===== src/design/assert_macros.svh =====
// assertion macros used by the tessellator top level
// no dependencies; define NO_ASSERTIONS to compile them out
`ifndef ASSERT_MACROS_SVH
`define ASSERT_MACROS_SVH
`ifndef NO_ASSERTIONS
`define ASSERT_IMPLIES(label, clk, rst_n, ante, cons, msg) \
	label: assert property (@(posedge clk) disable iff (!rst_n) (ante) |-> (cons)) \
		else $error(msg);
`define ASSERT_NEXT(label, clk, rst_n, ante, cons, msg) \
	label: assert property (@(posedge clk) disable iff (!rst_n) (ante) |=> (cons)) \
		else $error(msg);
`else
`define ASSERT_IMPLIES(label, clk, rst_n, ante, cons, msg)
`define ASSERT_NEXT(label, clk, rst_n, ante, cons, msg)
`endif
`endif


===== src/design/hgt_pkg.sv =====
// shared types and constants of the heightmap grid tessellator
// no dependencies
package hgt_pkg;
	localparam int MAX_WIDTH_DEF = 1024;
	localparam int MAX_DEPTH = 1024;
	localparam int IDX_W = 20;
	localparam int COL_W = 12;
	localparam int ROW_W = 10;
	localparam int DIM_W = 13;
	localparam int CFG_W = 11;
	localparam int HGT_W = 8;
	localparam int HY_W = 12;
	localparam int TEX_W = 17;
	localparam int NRM_W = 16;
	localparam int DIV_NW = 46;
	localparam int DIV_DW = 18;
	localparam int CNT_W = 6;

	localparam logic CFG_GRID_WIDTH = 1'b0;
	localparam logic CFG_GRID_DEPTH = 1'b1;
	localparam logic KIND_VERTEX = 1'b0;
	localparam logic KIND_TRIANGLE = 1'b1;

	typedef struct packed {
		logic [IDX_W-1:0] vidx;
		logic [COL_W-1:0] col;
		logic [ROW_W-1:0] row;
		logic [HY_W-1:0]  hy;
		logic [HGT_W-1:0] h0;
		logic [HGT_W-1:0] h1;
		logic [HGT_W-1:0] h2;
		logic [HGT_W-1:0] h3;
		logic             quad;
		logic [DIM_W-1:0] wm1;
		logic [DIM_W-1:0] dm1;
	} job_t;
endpackage


===== src/design/hgt_queue.sv =====
// two-entry job queue between front and back
// depends on hgt_pkg
module hgt_queue (
	input  logic          clk,
	input  logic          arst_n,
	input  logic          push,
	input  hgt_pkg::job_t din,
	output logic          full,
	input  logic          pop,
	output hgt_pkg::job_t dout,
	output logic          empty
);
	import hgt_pkg::*;

	job_t       slot_q [2];
	logic       wr_q, rd_q;
	logic [1:0] cnt_q;

	assign full = cnt_q == 2'd2;
	assign empty = cnt_q == 2'd0;
	assign dout = slot_q[rd_q];

	always_ff @(posedge clk) begin
		if (push) slot_q[wr_q] <= din;
	end

	always_ff @(posedge clk or negedge arst_n) begin
		if (!arst_n) begin
			wr_q  <= 1'b0;
			rd_q  <= 1'b0;
			cnt_q <= '0;
		end else begin
			if (push) wr_q <= !wr_q;
			if (pop) rd_q <= !rd_q;
			if (push && !pop) cnt_q <= cnt_q + 2'd1;
			else if (pop && !push) cnt_q <= cnt_q - 2'd1;
		end
	end
endmodule


===== config.mk =====
export PLATFORM = sky130hd
export DESIGN_NAME = hgt_queue
export DESIGN_NICKNAME = d
export VERILOG_FILES = /design/src/design/assert_macros.svh /design/src/design/hgt_pkg.sv /design/src/design/hgt_queue.sv
export SDC_FILE = /design/constraint.sdc
export NUM_CORES = 1
export LEC_CHECK = 0
export ABC_AREA = 1
export BUFFER_PORTS_ARGS = -buffer_cell sky130_fd_sc_hd__buf_4
export CAP_MARGIN = 25
export CORE_MARGIN = 5
export CORE_UTILIZATION = 40
export CTS_CLUSTER_SIZE = 30
export DETAILED_ROUTE_END_ITERATION = 7
export PLACE_DENSITY = 0.7
export SYNTH_ARGS = -nofsm -noshare
export SYNTH_HDL_FRONTEND = slang
export SYNTH_SLANG_ARGS = --single-unit

===== constraint.sdc =====
create_clock -name clk -period 7.22 [get_ports clk]
set_input_delay 0.361 -clock clk [delete_from_list [all_inputs] [get_ports clk]]
set_output_delay 0.361 -clock clk [all_outputs]
set_load 0.05 [all_outputs]

==> flow_metrics.py <==
metrics = {
    "run_status": {
        "status": "finished clean",
    },
    "floorplan": {
        "die_h_um": 157,
        "dieArea_mm2": 0.0246,
        "start_util_pct": 40.8,
        "core-area_mm2": 0.0211,
        "num_rows": 53,
        "die_w_um": 157,
        "io_pins": 232,
    },
    "yosys": {
        "syn_avg_cell_area_um2": 22.8,
        "synth_edf_count": 226,
        "yosys.area.top_type_share_pct": 78.8,
        "post-synth-top-area-cell": "edfxtp_1",
        "syn-cell-area_mm2": 0.00861,
        "syn-num-nets": 495,
        "syn_inst": 377,
        "synthFlopType": "edfxtp_1",
        "synth_common_cells": "edfxtp_1, mux2_4, mux2_2",
        "synth_cell_types": 15,
        "synthArstFlopShare_pct": 1.74,
        "synth_most_common_cell": "edfxtp_1",
        "ys_seq_area_share_pct": 80.0,
        "ys_warn_count": 0,
        "synthTopCellsByArea": "edfxtp_1, mux2_4, mux2_2",
        "ys_seq_elements": 230,
    },
    "setup_path": {
        "cp.arrival_ps": 3070,
        "critPathKind": "flip-flop to output port",
        "cp.required_ps": 6860,
        "worst_setup_path_end_kind": "output port",
        "crit_path_max_fanout": 58,
        "start_kind": "flip-flop",
    },
    "final_layout": {
        "stdcell_area_mm2": 0.0113,
        "syn_to_final_growth_pct": 31.6,
        "post-route-util_pct": 53.7,
        "layout-drive-gt1-share_pct": 59.4,
        "fin_nets": 744,
        "diodes": 0,
        "fillers": 1662,
    },
    "routing": {
        "antenna_left": 0,
        "dr.pass1.iters": 4,
        "wl_mm": 16.8,
        "vias_per_cell": 4.66,
        "first_iter_violations": 179,
        "drcViolationCount": 0,
        "wl_per_cell_um": 18.4,
        "vias": 4275,
    },
    "global_route": {
        "overflow": 0,
        "antenna_found_initial": 0,
        "grt_use_total_pct": 13.0,
        "grt_pass1_vias": 4777,
        "grt_pass1_wl_mm": 25.0,
        "grt_max_degree": 63,
    },
    "timing": {
        "layout_min_cycle_time_ps": 3430,
        "setup_violations": 0,
        "drv_slew": 0,
        "tightest_slew_ps": 989,
        "skew_ps": 11.7,
        "hold_viol": 0,
        "fin_crit_sh_pct": 47.5,
        "rsz0062_at_grt": "no",
        "setup_tns_ps": 0,
        "slew_headroom_pct": 34.1,
        "max_clock_freq_ghz": 0.291,
        "holdWs_ps": 36.7,
        "setup_ws_ps": 3790,
    },
    "placement": {
        "dp_hpwl_mm": 11.5,
        "dp_slack_ps": 4280,
        "placed_area_mm2": 0.0106,
        "io_buffers": 231,
        "gp_congestion": 0.751,
    },
    "power": {
        "leakage_nw": 4.43,
        "internal_power_mw": 3.20,
        "p_switching_mw": 2.02,
        "p_sw_share_pct": 38.8,
        "pwr-share-seq_pct": 36.6,
        "power.density_mw_per_mm2": 461,
        "max-vdd-ir-drop_mv": 0.267,
        "power_frac_comb_pct": 42.4,
        "clkPwrFrac_pct": 21.1,
    },
    "cts": {
        "cts_resized": 0,
        "root_buffer": "clkbuf_16",
        "numCtsBuffers": 24,
        "ctsHoldBuffers": 1,
        "cts_max_path_buffers": 3,
        "h-tree-depth": 1,
        "cts_tree": "done",
        "path_clk_slew_ps": 60,
        "clk_latency_ps": 500,
        "clock-sinks": 230,
        "post-cts-setup-buffer-count": 0,
    },
    "min_path": {
        "hold_path_class": "input port to flip-flop",
    },
    "run": {
        "drv_cap": 0,
    },
}
## kinds of logic (layout without fill, tap and decap cells)
family | Yosys count | in the layout | synth area share (%)
buf+inv | 20 | 286 | 1.69
xor+xnor | 3 | 3 | 0.305
flops | 230 | 230 | 80.0
simple gates | 10 | 10 | 0.480
mux | 113 | 113 | 17.4
fa+ha+maj | 1 | 1 | 0.145
## area by class of cell
cell class                      instances  area (µm²)  share of cell area (%)
Clock buffer                           33         666                    5.87
Inverter                                7        28.8                   0.254
Clock inverter                         10        43.8                   0.386
Tap cell                              275         344                    3.04
Timing Repair Buffer                  236        1770                    15.7
Sequential cell                       230        6890                    60.8
Multi-Input combinational cell        127        1590                    14.0
## worst max-delay path, stage by stage, from the launching register on
cell,delay (ps)
dfrtp_4,990
buf_4,880
mux2_2,430
buf_4,190
## placed cells by master (no fill, tap or decap), drive strengths merged, types with 2 or more instances in the layout
cell type / Yosys / routed
clkinv: 0 / 10
clkbuf: 0 / 33
edfxtp: 226 / 226
buf: 13 / 235
nand2: 5 / 5
xor2: 2 / 2
inv: 7 / 7
nor2: 3 / 3
mux2: 113 / 113
dfrtp: 4 / 4
## layer usage
layer | up-vias | routed length (µm) | track usage (%)
li1 | 1985 | - | -
met1 | 2087 | 6130 | 15.3
met2 | 178 | 8720 | 22.8
met3 | 25 | 1710 | 4.76
met4 | 0 | 291 | 3.22
met5 | - | 0 | 0
## state kept, by name, indices dropped and copies added (netlist names)
register,count
rd_q,1
wr_q,1
cnt_q,2
slot_q,226
## power groups by stage
stage	combinational, mW	sequential (mW)	clock [mW]
finish	2.21	1.91	1.10
global route	2.30	1.94	1.20
CTS	2.25	1.92	1.13
detailed placement	2.24	1.94	0
global placement	2.22	1.93	0
floorplan	1.73	1.88	0
## stage by stage
step           instances  total power, mW
2_1_floorplan        377             3.61
3_3_place_gp         874             4.15
3_5_place_dp         874             4.18
4_1_cts              918             5.29
5_1_grt              918             5.43
6_report             918             5.22
## worst paths after layout
path,start,slack (ps),cells after the start,endpoint
max in group asynchronous,arst_n,6890,2,rd_q
max,rd_q,3790,3,dout[109]
min in group asynchronous,arst_n,210,2,cnt_q[0]
min,din[3],40,1,slot_q[1][3]
max reg2reg,wr_q,4870,3,slot_q[0][31]
min reg2reg,cnt_q[1],540,2,cnt_q[1]
Power figures use the tool's default switching activity.
