==> config.mk <==
export PLATFORM = sky130hd
export DESIGN_NAME = hgt_back
export DESIGN_NICKNAME = d
export VERILOG_FILES = /design/src/design/assert_macros.svh /design/src/design/hgt_pkg.sv /design/src/design/hgt_back.sv
export SDC_FILE = /design/constraint.sdc
export NUM_CORES = 1
export LEC_CHECK = 0
export BUFFER_PORTS_ARGS = -buffer_cell sky130_fd_sc_hd__buf_2
export CAP_MARGIN = 20
export CORE_MARGIN = 2
export CORE_UTILIZATION = 35
export DETAILED_ROUTE_END_ITERATION = 12
export GPL_TIMING_DRIVEN = 0
export SYNTH_ARGS = -nofsm -noshare
export SYNTH_HDL_FRONTEND = slang
export SYNTH_SLANG_ARGS = --single-unit
==> constraint.sdc <==
create_clock -name clk -period 18.9 [get_ports clk]
set_input_delay 1.89 -clock clk [delete_from_list [all_inputs] [get_ports clk]]
set_output_delay 1.89 -clock clk [all_outputs]
set_load 0.02 [all_outputs]
==> src/design/assert_macros.svh <==
// assertion macros used by the tessellator top level
// no dependencies; define NO_ASSERTIONS to compile them out
`ifndef ASSERT_MACROS_SVH
`define ASSERT_MACROS_SVH
`ifndef NO_ASSERTIONS
`define ASSERT_IMPLIES(label, clk, rst_n, ante, cons, msg) \
	label: assert property (@(posedge clk) disable iff (!rst_n) (ante) |-> (cons)) \
		else $error(msg);
`define ASSERT_NEXT(label, clk, rst_n, ante, cons, msg) \
	label: assert property (@(posedge clk) disable iff (!rst_n) (ante) |=> (cons)) \
		else $error(msg);
`else
`define ASSERT_IMPLIES(label, clk, rst_n, ante, cons, msg)
`define ASSERT_NEXT(label, clk, rst_n, ante, cons, msg)
`endif
`endif

==> src/design/hgt_pkg.sv <==
// shared types and constants of the heightmap grid tessellator
// no dependencies
package hgt_pkg;
	localparam int MAX_WIDTH_DEF = 1024;
	localparam int MAX_DEPTH = 1024;
	localparam int IDX_W = 20;
	localparam int COL_W = 12;
	localparam int ROW_W = 10;
	localparam int DIM_W = 13;
	localparam int CFG_W = 11;
	localparam int HGT_W = 8;
	localparam int HY_W = 12;
	localparam int TEX_W = 17;
	localparam int NRM_W = 16;
	localparam int DIV_NW = 46;
	localparam int DIV_DW = 18;
	localparam int CNT_W = 6;

	localparam logic CFG_GRID_WIDTH = 1'b0;
	localparam logic CFG_GRID_DEPTH = 1'b1;
	localparam logic KIND_VERTEX = 1'b0;
	localparam logic KIND_TRIANGLE = 1'b1;

	typedef struct packed {
		logic [IDX_W-1:0] vidx;
		logic [COL_W-1:0] col;
		logic [ROW_W-1:0] row;
		logic [HY_W-1:0]  hy;
		logic [HGT_W-1:0] h0;
		logic [HGT_W-1:0] h1;
		logic [HGT_W-1:0] h2;
		logic [HGT_W-1:0] h3;
		logic             quad;
		logic [DIM_W-1:0] wm1;
		logic [DIM_W-1:0] dm1;
	} job_t;
endpackage

==> src/design/hgt_back.sv <==
// back end: shared restoring divider and square root, result sequencing
// depends on hgt_pkg
module hgt_back (
	input  logic                      clk,
	input  logic                      arst_n,
	input  logic                      q_empty,
	input  hgt_pkg::job_t             q_job,
	output logic                      pop,
	output logic                      out_valid,
	input  logic                      out_stall,
	output logic                      kind,
	output logic [hgt_pkg::IDX_W-1:0] first_index,
	output logic [hgt_pkg::IDX_W-1:0] second_index,
	output logic [hgt_pkg::IDX_W-1:0] third_index,
	output logic [hgt_pkg::HY_W-1:0]  height_y,
	output logic [hgt_pkg::TEX_W-1:0] tex_u,
	output logic [hgt_pkg::TEX_W-1:0] tex_v,
	output logic signed [hgt_pkg::NRM_W-1:0] normal_x,
	output logic signed [hgt_pkg::NRM_W-1:0] normal_y,
	output logic signed [hgt_pkg::NRM_W-1:0] normal_z,
	output logic                      last
);
	import hgt_pkg::*;

	typedef enum logic [4:0] {
		ST_IDLE = 5'b00001,
		ST_LOAD = 5'b00010,
		ST_DIV  = 5'b00100,
		ST_SQRT = 5'b01000,
		ST_EMIT = 5'b10000
	} state_t;

	// op codes: tex u, tex v, then x y z of each triangle normal
	localparam logic [2:0] OP_U = 3'd0, OP_V = 3'd1, OP_T1X = 3'd2, OP_T1Y = 3'd3,
		OP_T1Z = 3'd4, OP_T2X = 3'd5, OP_T2Y = 3'd6, OP_T2Z = 3'd7;

	state_t            st_q;
	job_t              job_q;
	logic [2:0]        op_q;
	logic [CNT_W-1:0]  cnt_q;
	logic [DIV_NW-1:0] dnum_q;
	logic [DIV_DW-1:0] drem_q, dden_q;
	logic [31:0]       sq_num_q, sq_res_q, sq_bit_q;
	logic              neg_q;
	logic [TEX_W-1:0]  u_q, v_q;
	logic [NRM_W-1:0]  nx_q, ny_q, nz_q;

	logic signed [9:0] va, vc, comp;
	logic [7:0]        ma, mc, mcomp;
	logic [16:0]       s_sum;
	logic [15:0]       m2;
	logic [DIV_NW-1:0] ld_num;
	logic [DIV_DW-1:0] ld_den;
	logic [DIV_DW:0]   rs;
	logic              ge;
	logic [31:0]       sq_t;
	logic [14:0]       qmag;
	logic [NRM_W-1:0]  comp_val;
	logic [IDX_W-1:0]  base_idx;
	logic              out_free;

	// edge vectors, y component is fixed
	always_comb begin
		if (op_q < OP_T2X) begin
			va = $signed({2'b0, job_q.h0}) - $signed({2'b0, job_q.h1});
			vc = $signed({2'b0, job_q.h2}) - $signed({2'b0, job_q.h1});
		end else begin
			va = $signed({2'b0, job_q.h3}) - $signed({2'b0, job_q.h2});
			vc = $signed({2'b0, job_q.h3}) - $signed({2'b0, job_q.h0});
		end
		case (op_q)
			OP_T1X, OP_T2X: comp = va;
			OP_T1Z, OP_T2Z: comp = vc;
			default:        comp = 10'sd20;
		endcase
		ma = va[9] ? 8'(-va) : va[7:0];
		mc = vc[9] ? 8'(-vc) : vc[7:0];
		mcomp = comp[9] ? 8'(-comp) : comp[7:0];
		s_sum = (17'(ma) * 17'(ma)) + (17'(mc) * 17'(mc)) + 17'd400;
		m2 = 16'(mcomp) * 16'(mcomp);
		case (op_q)
			OP_U: begin
				ld_num = DIV_NW'({job_q.col, 17'd0}) + DIV_NW'(job_q.wm1);
				ld_den = DIV_DW'({job_q.wm1, 1'b0});
			end
			OP_V: begin
				ld_num = DIV_NW'({job_q.row, 17'd0}) + DIV_NW'(job_q.dm1);
				ld_den = DIV_DW'({job_q.dm1, 1'b0});
			end
			default: begin
				ld_num = {m2, 30'd0};
				ld_den = DIV_DW'(s_sum);
			end
		endcase
	end

	assign rs = {drem_q, dnum_q[DIV_NW-1]};
	assign ge = rs >= {1'b0, dden_q};
	assign sq_t = sq_res_q + sq_bit_q;
	assign qmag = 15'((sq_res_q + 32'd1) >> 1);
	assign comp_val = neg_q ? NRM_W'(-{1'b0, qmag}) : NRM_W'(qmag);
	assign base_idx = job_q.vidx - IDX_W'(job_q.wm1) - IDX_W'(2);
	assign out_free = !out_valid || !out_stall;
	assign pop = (st_q == ST_IDLE) && !q_empty;

	always_ff @(posedge clk) begin
		if (pop) job_q <= q_job;
		case (st_q)
			ST_LOAD: begin
				dnum_q <= ld_num;
				drem_q <= '0;
				dden_q <= ld_den;
				neg_q  <= comp[9];
			end
			ST_DIV: begin
				if (cnt_q != '0) begin
					drem_q <= ge ? DIV_DW'(rs - {1'b0, dden_q}) : rs[DIV_DW-1:0];
					dnum_q <= {dnum_q[DIV_NW-2:0], ge};
				end else if (op_q == OP_U) begin
					u_q <= dnum_q[TEX_W-1:0];
				end else if (op_q == OP_V) begin
					v_q <= dnum_q[TEX_W-1:0];
				end else begin
					sq_num_q <= dnum_q[31:0];
					sq_res_q <= '0;
					sq_bit_q <= 32'd1 << 30;
				end
			end
			ST_SQRT: begin
				if (cnt_q != '0) begin
					if (sq_num_q >= sq_t) begin
						sq_num_q <= sq_num_q - sq_t;
						sq_res_q <= (sq_res_q >> 1) + sq_bit_q;
					end else begin
						sq_res_q <= sq_res_q >> 1;
					end
					sq_bit_q <= sq_bit_q >> 2;
				end else begin
					case (op_q)
						OP_T1X, OP_T2X: nx_q <= comp_val;
						OP_T1Y, OP_T2Y: ny_q <= comp_val;
						default:        nz_q <= comp_val;
					endcase
				end
			end
			ST_EMIT: begin
				if (out_free) begin
					if (op_q == OP_V) begin
						kind         <= KIND_VERTEX;
						first_index  <= job_q.vidx;
						second_index <= '0;
						third_index  <= '0;
						height_y     <= job_q.hy;
						tex_u        <= u_q;
						tex_v        <= v_q;
						normal_x     <= '0;
						normal_y     <= '0;
						normal_z     <= '0;
						last         <= !job_q.quad;
					end else begin
						kind         <= KIND_TRIANGLE;
						first_index  <= base_idx;
						height_y     <= '0;
						tex_u        <= '0;
						tex_v        <= '0;
						normal_x     <= nx_q;
						normal_y     <= ny_q;
						normal_z     <= nz_q;
						if (op_q == OP_T1Z) begin
							second_index <= base_idx + IDX_W'(1);
							third_index  <= job_q.vidx;
							last         <= 1'b0;
						end else begin
							second_index <= job_q.vidx;
							third_index  <= job_q.vidx - IDX_W'(1);
							last         <= 1'b1;
						end
					end
				end
			end
			default: ;
		endcase
	end

	always_ff @(posedge clk or negedge arst_n) begin
		if (!arst_n) begin
			st_q      <= ST_IDLE;
			op_q      <= OP_U;
			cnt_q     <= '0;
			out_valid <= 1'b0;
		end else begin
			if (st_q == ST_EMIT && out_free) out_valid <= 1'b1;
			else if (out_valid && !out_stall) out_valid <= 1'b0;
			case (st_q)
				ST_IDLE: begin
					if (!q_empty) begin
						op_q <= OP_U;
						st_q <= ST_LOAD;
					end
				end
				ST_LOAD: begin
					cnt_q <= CNT_W'(DIV_NW);
					st_q  <= ST_DIV;
				end
				ST_DIV: begin
					if (cnt_q != '0) begin
						cnt_q <= cnt_q - CNT_W'(1);
					end else if (op_q == OP_U) begin
						op_q <= OP_V;
						st_q <= ST_LOAD;
					end else if (op_q == OP_V) begin
						st_q <= ST_EMIT;
					end else begin
						cnt_q <= CNT_W'(16);
						st_q  <= ST_SQRT;
					end
				end
				ST_SQRT: begin
					if (cnt_q != '0) begin
						cnt_q <= cnt_q - CNT_W'(1);
					end else if (op_q == OP_T1Z || op_q == OP_T2Z) begin
						st_q <= ST_EMIT;
					end else begin
						op_q <= op_q + 3'd1;
						st_q <= ST_LOAD;
					end
				end
				ST_EMIT: begin
					if (out_free) begin
						if ((op_q == OP_V && job_q.quad) || op_q == OP_T1Z) begin
							op_q <= op_q + 3'd1;
							st_q <= ST_LOAD;
						end else begin
							st_q <= ST_IDLE;
						end
					end
				end
				default: st_q <= ST_IDLE;
			endcase
		end
	end
endmodule
==> summary.md <==
| Metric | Value |
|---|---|
| Peak Freq | `0.109 GHz` |
| Synth Net Count | `3563` |
| Fin Setup TNS | `0 ns` |
| Critical Path Max Stage Delay | `0.69 ns` |
| WHS | `0.507 ns` |
| Share of layout cells above drive strength 1 | `0.131` |
| Drt pass-1 iters | `6` |
| Resize count post-CTS | `0` |
| Most frequent cells in the layout | `513 x edfxtp_1, 290 x inv_1, 283 x buf_2, 267 x nor2_1, 251 x nand2_1` |
| Placeable Area | `94900 sq um` |
| Post-CTS setup buffer count | `0` |
| Worst-Skew Late Latency | `0.65 ns` |
| Syn-to-layout area delta | `16.0%` |
| Hold_buf cts | `0` |
| Post-synth EDFFs | `513` |
| Fillers | `9109` |
| Synth Flop Type | `edfxtp_1` |
| Period utilization | `0.487` |
| CTS tree | `built` |
| Clock tree buffer depth | `3` |
| CP Capture Type | `flip-flop` |
| Initial antenna violation count | `12` |
| HPWL after detailed placement | `68900 microns` |
| DIE WIDTH | `313 microns` |
| CTS Buf Count | `60` |
| Grt ovf | `0` |
| Clock Sink Count | `528` |
| Peak fanout along the critical path | `9` |
| RSZ-0062 raised after global routing | `no` |
| Drt drc | `0` |
| Starting Density | `0.353` |
| Least-Margin Pin Slew | `1.05 ns` |
| Worst Hold Class | `flip-flop to flip-flop` |
| Io pins | `275` |
| Fin. max-slew vios | `0` |
| Power per standard cell area | `69.0 nW/um^2` |
| CP Launch Type | `flip-flop` |
| CP max-delay cell | `xnor2_1` |
| Placer Congestion | `0.899` |
| Cell area after synthesis | `33500 sq um` |
| Die Y | `313 microns` |
| Total power | `2680 uW` |
| Post-Synthesis Cells | `3094` |
| Row cnt | `113` |
| Fin Clk Skew | `0.0216 ns` |
| Total Nets Final | `3923` |
| Status | `finished, final reports clean` |
| Mapped Avg Cell Area | `10.8 sq um` |
| Final wirelength | `88900 microns` |
| Yosys reg bits | `528` |
| Tmin final | `9.20 ns` |
| Routed Antenna Nets | `0` |
| Sequential share of the synthesized area | `0.471` |
| CP required | `19.28 ns` |
| Fraction of registers with async set/reset | `0.0284` |
| Most common cell after layout, fill and taps aside | `edfxtp_1` |
| Clk slew on worst S/H paths | `0.06 ns` |
| Placed cell count | `4656` |
| Synth warn | `0` |
| DRT iter0 DRCs | `1817` |
| Final hold vios | `0` |
| CP arrival | `9.58 ns` |
| Max-Cap Viols | `0` |
| Final setup violation count | `0` |
| Cell mode on critical path | `inv_1` |
| Vias in the first global route | `23400` |
| IO buf count | `274` |
| Pin count of the biggest net entering global routing | `35` |
| Routed len/inst | `18.6 microns` |
| Crit path kind | `flip-flop to flip-flop` |
| DR vias | `24000` |
| Die area | `98200 sq um` |
| Clk root buf | `clkbuf_16` |
| Gr usage total | `0.179` |
| First-pass GRT wire length | `136000 microns` |
| Max IR drop VDD | `0.0715 mV` |
| Final instance count without filler cells | `4768` |
| Leak | `0.0156 uW` |
| CTS H-tree lvls | `2` |
| Vias per inst | `5.03` |
| Synth cell types | `89` |
| Slew HR | `0.298` |
-- registers in the layout, indices dropped and copies added (netlist names), 17 cells and up --
register / flops
v_q: 17
u_q: 17
dden_q: 17
second_index: 20
sq_res_q: 32
third_index: 20
drem_q: 18
sq_num_q: 32
tex_v: 17
first_index: 20
dnum_q: 46
tex_u: 17
job_q: 113
-- report_power, final --
| part | internal, uW | total (uW) | switching (uW) |
|---|---|---|---|
| sequential | 1310 | 1310 | 7.68 |
| clock | 675 | 1160 | 485 |
| combinational | 92.5 | 209 | 117 |
| total | 2070 | 2680 | 609 |
-- layer usage --
layer | share of wire | GRT usage | up-vias
met5 | 0.00062 | 0 | -
met4 | 0.025 | 0.0519 | 10
met3 | 0.058 | 0.0286 | 124
met2 | 0.48 | 0.302 | 608
met1 | 0.43 | 0.238 | 11600
li1 | - | - | 11700
-- metrics by stage --
stage / setup slack, ns / utilization / area, sq um
after floorplan: 8.77 / - / 33500
after global placement: 4.38 / 0.384 / 36400
after detailed placement: 9.74 / 0.389 / 36900
after CTS: 9.71 / 0.409 / 38800
after global routing: 9.09 / 0.410 / 38900
final: 9.70 / 0.410 / 38900
-- Yosys cell counts (all sizes together) (35+ instances only) --
library cell	n	area share
nor2	267	0.030
xor2	97	0.025
edfxtp	513	0.46
nand2	252	0.028
a21o	59	0.013
and2	83	0.016
inv	291	0.033
nor2b	86	0.016
a21oi	133	0.020
clkbuf	81	0.0091
o21ai	145	0.022
nor3	50	0.0075
fa	108	0.065
mux2i	37	0.012
a31oi	35	0.0065
ha	244	0.091
xnor2	133	0.035
nand3	48	0.0072
-- kinds of logic after synthesis --
kind of cell	Yosys count	synth area share
other	2	0.000224
muxes	39	0.0122
buffers and inverters	395	0.0457
and+or+nand+nor	964	0.140
adders and majority gates	352	0.156
AOI/OAI and AO/OA	584	0.114
xor gates and xnor gates	230	0.0602
DFF	528	0.471
-- final timing paths --
check                      startpoint         end  slack (ns)  cells after the start
min reg2reg                dnum_q[32]  dnum_q[33]        0.51                      2
max in group asynchronous      arst_n     st_q[0]       17.41                      1
max                         job_q[51]  dden_q[15]        9.70                     33
max reg2reg                 job_q[51]  dden_q[15]        9.70                     33
min in group asynchronous      arst_n   out_valid        1.17                      1
min                        dnum_q[32]  dnum_q[33]        0.51                      2
-- worst max-delay path: cells and delay by family, from the launching register on --
family,cells,cell delay [ns]
AOI/OAI and AO/OA,9,2.41
DFF,1,0.45
xor gates and xnor gates,2,0.94
adders and majority gates,9,3.88
buffers and inverters,8,0.69
and+or+nand+nor,5,0.56
-- final cells by class --
cell class                 count  area, sq um  share of cell area
clock buffer                  80         1640              0.0421
multi-input combinational   2171        16200               0.418
timing repair buffer         298         1780              0.0459
antenna                        3         7.51            0.000193
inverter                     293         1100              0.0283
clock inverter                28          292             0.00750
buffer                       102          432              0.0111
tap                         1265         1580              0.0407
sequential                   528        15800               0.406
Note: power is estimated with default switching activity, not from simulation.
